File: src/hw/rtl/sed_pkg.sv
// Shared types and constants of the speech endpoint detector.
// Depends on nothing; every other file of the block refers to it by scoped names.
package sed_pkg;

  // Fixed widths of the sample, energy, level, counter, configuration, divider and result fields.
  localparam int SAMPLE_W  = 16;
  localparam int ENERGY_W  = 40;
  localparam int LEVEL_W   = 16;
  localparam int BGSUM_W   = 20;
  localparam int INDEX_W   = 24;
  localparam int FRAMES_W  = 16;
  localparam int RUN_W     = 8;
  localparam int CFG_IDX_W = 3;
  localparam int CFG_DAT_W = 16;
  localparam int DIV_NUM_W = 24;
  localparam int DIV_DEN_W = 9;

  // 10*log10(2) in Q16, and the saturated sample index.
  localparam logic [17:0]        DB_PER_LOG2_Q16 = 18'd197283;
  localparam logic [INDEX_W-1:0] INDEX_MAX       = 24'hFFFFFF;

  // Configuration register indexes.
  typedef enum logic [CFG_IDX_W-1:0] {
    REG_IGNORE_FRAMES    = 3'd0,
    REG_RUN_THRESHOLD    = 3'd1,
    REG_SPEECH_MARGIN_DB = 3'd2,
    REG_ADJUST_RATE      = 3'd3,
    REG_FORGET_FACTOR    = 3'd4
  } reg_idx_t;

  // Controller states.
  typedef enum logic [3:0] {
    S_IDLE,
    S_NORM,
    S_SQ_MUL,
    S_SQ_UPD,
    S_DB_MUL,
    S_DB_FIN,
    S_DISPATCH,
    S_BG_DIV,
    S_SM_START,
    S_SM_DIV,
    S_ADJ_MUL,
    S_ADJ_ADD,
    S_DECIDE,
    S_CHECK,
    S_FINISH
  } state_t;

  // Datapath operations.
  typedef enum logic [4:0] {
    OP_NONE,
    OP_ACCEPT,
    OP_NORM,
    OP_CUR_ZERO,
    OP_SQ_MUL,
    OP_SQ_UPD,
    OP_DB_MUL,
    OP_DB_FIN,
    OP_BG_ADD,
    OP_BG_DIV_START,
    OP_BG_LOAD,
    OP_SM_START,
    OP_SM_LOAD,
    OP_ADJ_MUL,
    OP_ADJ_ADD,
    OP_DECIDE,
    OP_EMIT_FOUND,
    OP_EMIT_NONE
  } dp_op_t;

  typedef struct packed {
    dp_op_t op;
  } dp_cmd_t;

  typedef struct packed {
    logic acc_frame_end;  // the offered item completes a frame that is processed
    logic zero_energy;
    logic norm_done;
    logic sq_last;
    logic skip;
    logic bg_phase;
    logic first_class;
    logic div_done;
    logic onset;
    logic last;
    logic out_valid;
  } dp_status_t;

endpackage

File: src/hw/rtl/sed_controller.sv
// Controller of the speech endpoint detector: sequences the per-frame work of the
// datapath. Depends on sed_pkg.
module sed_controller (
  input  logic                clk,
  input  logic                rst,
  input  logic                in_valid,
  output logic                in_ready,
  input  sed_pkg::dp_status_t st,
  output sed_pkg::dp_cmd_t    cmd
);

  sed_pkg::state_t state;
  sed_pkg::state_t state_next;

  // State register.
  always_ff @(posedge clk) begin
    if (rst) begin
      state <= sed_pkg::S_IDLE;
    end else begin
      state <= state_next;
    end
  end

  // Next state and datapath operation.
  always_comb begin
    state_next = state;
    cmd.op     = sed_pkg::OP_NONE;
    in_ready   = (state == sed_pkg::S_IDLE) && !st.out_valid;
    unique case (state)
      sed_pkg::S_IDLE: begin
        if (in_valid && in_ready) begin
          cmd.op = sed_pkg::OP_ACCEPT;
          if (st.acc_frame_end) begin
            state_next = sed_pkg::S_NORM;
          end
        end
      end
      sed_pkg::S_NORM: begin
        if (st.zero_energy) begin
          cmd.op     = sed_pkg::OP_CUR_ZERO;
          state_next = sed_pkg::S_DISPATCH;
        end else if (st.norm_done) begin
          state_next = sed_pkg::S_SQ_MUL;
        end else begin
          cmd.op = sed_pkg::OP_NORM;
        end
      end
      sed_pkg::S_SQ_MUL: begin
        cmd.op     = sed_pkg::OP_SQ_MUL;
        state_next = sed_pkg::S_SQ_UPD;
      end
      sed_pkg::S_SQ_UPD: begin
        cmd.op     = sed_pkg::OP_SQ_UPD;
        state_next = st.sq_last ? sed_pkg::S_DB_MUL : sed_pkg::S_SQ_MUL;
      end
      sed_pkg::S_DB_MUL: begin
        cmd.op     = sed_pkg::OP_DB_MUL;
        state_next = sed_pkg::S_DB_FIN;
      end
      sed_pkg::S_DB_FIN: begin
        cmd.op     = sed_pkg::OP_DB_FIN;
        state_next = sed_pkg::S_DISPATCH;
      end
      sed_pkg::S_DISPATCH: begin
        if (st.skip) begin
          state_next = sed_pkg::S_FINISH;
        end else if (st.bg_phase) begin
          cmd.op     = sed_pkg::OP_BG_ADD;
          state_next = sed_pkg::S_FINISH;
        end else if (st.first_class) begin
          cmd.op     = sed_pkg::OP_BG_DIV_START;
          state_next = sed_pkg::S_BG_DIV;
        end else begin
          state_next = sed_pkg::S_SM_START;
        end
      end
      sed_pkg::S_BG_DIV: begin
        if (st.div_done) begin
          cmd.op     = sed_pkg::OP_BG_LOAD;
          state_next = sed_pkg::S_SM_START;
        end
      end
      sed_pkg::S_SM_START: begin
        cmd.op     = sed_pkg::OP_SM_START;
        state_next = sed_pkg::S_SM_DIV;
      end
      sed_pkg::S_SM_DIV: begin
        if (st.div_done) begin
          cmd.op     = sed_pkg::OP_SM_LOAD;
          state_next = sed_pkg::S_ADJ_MUL;
        end
      end
      sed_pkg::S_ADJ_MUL: begin
        cmd.op     = sed_pkg::OP_ADJ_MUL;
        state_next = sed_pkg::S_ADJ_ADD;
      end
      sed_pkg::S_ADJ_ADD: begin
        cmd.op     = sed_pkg::OP_ADJ_ADD;
        state_next = sed_pkg::S_DECIDE;
      end
      sed_pkg::S_DECIDE: begin
        cmd.op     = sed_pkg::OP_DECIDE;
        state_next = sed_pkg::S_CHECK;
      end
      sed_pkg::S_CHECK: begin
        if (st.onset) begin
          cmd.op     = sed_pkg::OP_EMIT_FOUND;
          state_next = sed_pkg::S_IDLE;
        end else begin
          state_next = sed_pkg::S_FINISH;
        end
      end
      sed_pkg::S_FINISH: begin
        if (st.last) begin
          cmd.op = sed_pkg::OP_EMIT_NONE;
        end
        state_next = sed_pkg::S_IDLE;
      end
      default: state_next = sed_pkg::S_IDLE;
    endcase
  end

endmodule

File: config.mk
export PLATFORM = sky130hd
export DESIGN_NAME = sed_controller
export DESIGN_NICKNAME = d
export VERILOG_FILES = /design/src/hw/rtl/sed_pkg.sv /design/src/hw/rtl/sed_controller.sv
export SDC_FILE = /design/constraint.sdc
export NUM_CORES = 1
export LEC_CHECK = 0
export ABC_AREA = 1
export BUFFER_PORTS_ARGS = -buffer_cell sky130_fd_sc_hd__buf_4
export CAP_MARGIN = 25
export CORE_AREA = 2 2 41 43
export CTS_BUF_LIST = sky130_fd_sc_hd__clkbuf_8 sky130_fd_sc_hd__clkbuf_16
export DETAILED_ROUTE_END_ITERATION = 6
export DIE_AREA = 0 0 43 45
export PLACE_DENSITY = 0.62
export SLEW_MARGIN = 20
export SYNTH_ARGS = -nofsm -noshare
export SYNTH_HDL_FRONTEND = slang
export SYNTH_SLANG_ARGS = --single-unit
File: constraint.sdc
create_clock -name clk -period 1.68 [get_ports clk]
set_clock_uncertainty 0.2 [all_clocks]
set_input_delay 0.168 -clock clk [delete_from_list [all_inputs] [get_ports clk]]
set_output_delay 0.168 -clock clk [all_outputs]
set_load 0.05 [all_outputs]
==> results.cfg <==
[finish]
final_core_util_pct = 66.1
fin_nets = 159
final_cells = 159
fin_area_sq_um = 972
reg_top3 = state (4)
final_common_cell = nand2_1
antenna_cells = 0
top_register = state
area_growth_pct = 72.7
layout_common_cells = nand2_1 (24), buf_4 (20), nor2_1 (17)
drive_gt1_share_pct = 46.9
largest_reg_flops = 4

[drt]
drc = 0
post_drt_wl_per_cell_microns = 11.3
routed_wl_mm = 1.80
viasPerCell = 5.07
antenna_left = 0
drt_iter0_markers = 22
firstDrtPassIters = 4
vias = 806

[clock_network]
cts_buffers = 3
cts-root-buf = clkbuf_8
clk_latency_ps = 210
path_clk_slew_ps = 30
clk_path_buf_depth = 2
clkSinkCount = 4
cts_tree = yes
htreeDepth = 1

[grt]
antenna_found_initial = 0
grt_max_degree = 8
grt_pass1_vias = 773
overflow = 0
grt_usage_pct = 20.8
grt_pass1_wl_mm = 3.08

[synthesis]
synthDistinctLibCells = 18
yosys_warnings = 0
synth_adder_area_share_pct = 0
synth_compound_area_share_pct = 12.9
syn_inst = 113
ys_ff_latch = 4
async_flop_share_pct = 0
synth_ff_type = dfxtp_1
synth_top_family_by_area = simple AND/OR/NAND/NOR gates
synth_mux_area_share_pct = 0
synth_xor_area_share_pct = 0
synth_edf_count = 0
syn-cell-area_sq_um = 563
ys_seq_area_share_pct = 14.2
avgSynthCellArea_sq_um = 4.98
syn_nets = 127
yosys.area_share.simple_pct = 59.6

[placement]
gp_congestion = 0.857
dp_hpwl_mm = 1.31
port_buffers = 19
pre_cts_ws_ps = 4.50
placed_cells = 151
post_dp_cell_area_sq_um = 756

[power]
clkPwrFrac_pct = 9.2
p_seq_share_pct = 12.4
p_total_mw = 2.14
intPower_mw = 0.923
p_sw_mw = 1.21
p_per_area_nw_per_um2 = 2200
p_leak_nw = 0.524
p_sw_share_pct = 56.8
vdd_drop_max_uv = 1240
power_frac_comb_pct = 78.4

[critical_path]
critPathMaxFanout = 4
end_kind = output pin
required_ps = 1310
cpMaxStageDelayCell = dfxtp_2
crit_type = flip-flop to output pin
cp_num_buf_inv = 3
path_cells = buf_6 -> inv_6 -> nand2_2 -> nor2_2 -> nand4_1 -> nand4_1 -> buf_6
slowest_delay_ps = 330
crit_family = simple AND/OR/NAND/NOR gates
start_kind = flip-flop
cp.arrival_ps = 1400

[floorplanning]
die_h_microns = 45
start_util_pct = 38.3
die_area_sq_um = 1940
die_width_microns = 43
row_count = 14
ios = 20
design.core.area_sq_um = 1470

[sta]
max_freq_mhz = 566
timing.final.ws_setup_ps = -85.8
fin_crit_sh_pct = 105
relSlewSlack_pct = 68.2
maxSlewViolCount = 0
setup_viol = 4
tightestPinTransition_ps = 472
rsz0062_at_grt = yes
final_hold_viol_count = 0
post-route-min-period_ps = 1770

[hold_path]
hold_path.class = input port to flip-flop

[status]
status = complete, but fails checks
violations = negative setup slack

[run]
maxCapViolations = 0
==> path summary, 6_finish.rpt <==
| check | from | end | slack [ps] | cells past startpoint |
|---|---|---|---|---|
| hold reg to reg | state[1]$_SDFFE_PP0P_ | state[1]$_SDFFE_PP0P_ | 460 | 3 |
| setup / recovery | state[0]$_SDFFE_PP0P_ | cmd[0] | -90 | 7 |
| hold / removal | st[0] | state[3]$_SDFFE_PP0P_ | 170 | 4 |
| setup reg to reg | state[0]$_SDFFE_PP0P_ | state[2]$_SDFFE_PP0P_ | 150 | 11 |
==> per-layer routing <==
metal	GRT usage, %	vias up	routed length [microns]
met5	0	-	0
met4	15.2	0	78
met3	1.20	8	55
met2	34.8	19	923
met1	25.4	361	746
li1	-	418	-
==> power groups by stage <==
stage                     Combinational [mW]  Clock [mW]  Sequential [mW]
after floorplan                        0.995           0            0.197
after global placement                  1.36           0            0.195
after detailed placement                1.35           0            0.201
after CTS                               1.59       0.200            0.257
after global routing                    1.82       0.207            0.272
final                                   1.68       0.196            0.265
==> synth_stat cells, types with 2 or more instances <==
master / instances / area (sq um)
nand2_1: 30 / 113
nor2_1: 24 / 90.1
inv_1: 16 / 60.1
nand3_1: 8 / 40.0
nand2_2: 5 / 31.3
dfxtp_1: 4 / 80.1
inv_2: 4 / 15.0
nor2_2: 4 / 25.0
a21oi_1: 3 / 15.0
nand4_1: 3 / 18.8
o21ai_0: 3 / 15.0
nor3_1: 2 / 10.0
o31ai_1: 2 / 15.0
==> through the flow <==
step	TNS (ps)	hold WS (ps)
final	-278	166
after global routing	-613	208
after CTS	-134	156
after detailed placement	0	139
after global placement	0	138
after floorplan	0	40.4
==> worst register-to-register path: stages (launching register included) <==
cell and delay (ps):
dfxtp_2 350, buf_6 140, inv_6 40, nand2_2 80, nor2_2 50, buf_4 140, nand2_1 80, nand2_1 60
nor2_1 100, nand3_1 80, nand2_1 70, inv_1 30
==> logic make-up (layout without fill, tap and decap cells) <==
logic type	after synthesis	count (layout)
DFF	4	4
AOI/OAI and AO/OA	12	12
buffers and inverters	20	50
and+or+nand+nor	77	77
==> area by class of cell <==
cell class	count	area (sq um)
timing repair buffer	27	228
multi-input combinational	89	505
clock buffer	3	41.3
tap	16	20.0
inverter	20	85.1
fill	130	499
sequential	4	92.6
==> what timing repair did <==
action	in CTS	in global routing
hold endpoints to repair	1	0
hold buffers	1	0
gates resized for setup	33	12
setup buffers	2	2
endpoints found under the setup margin	5	5
pin swaps	5	6
Note: power is estimated with default switching activity, not from simulation.
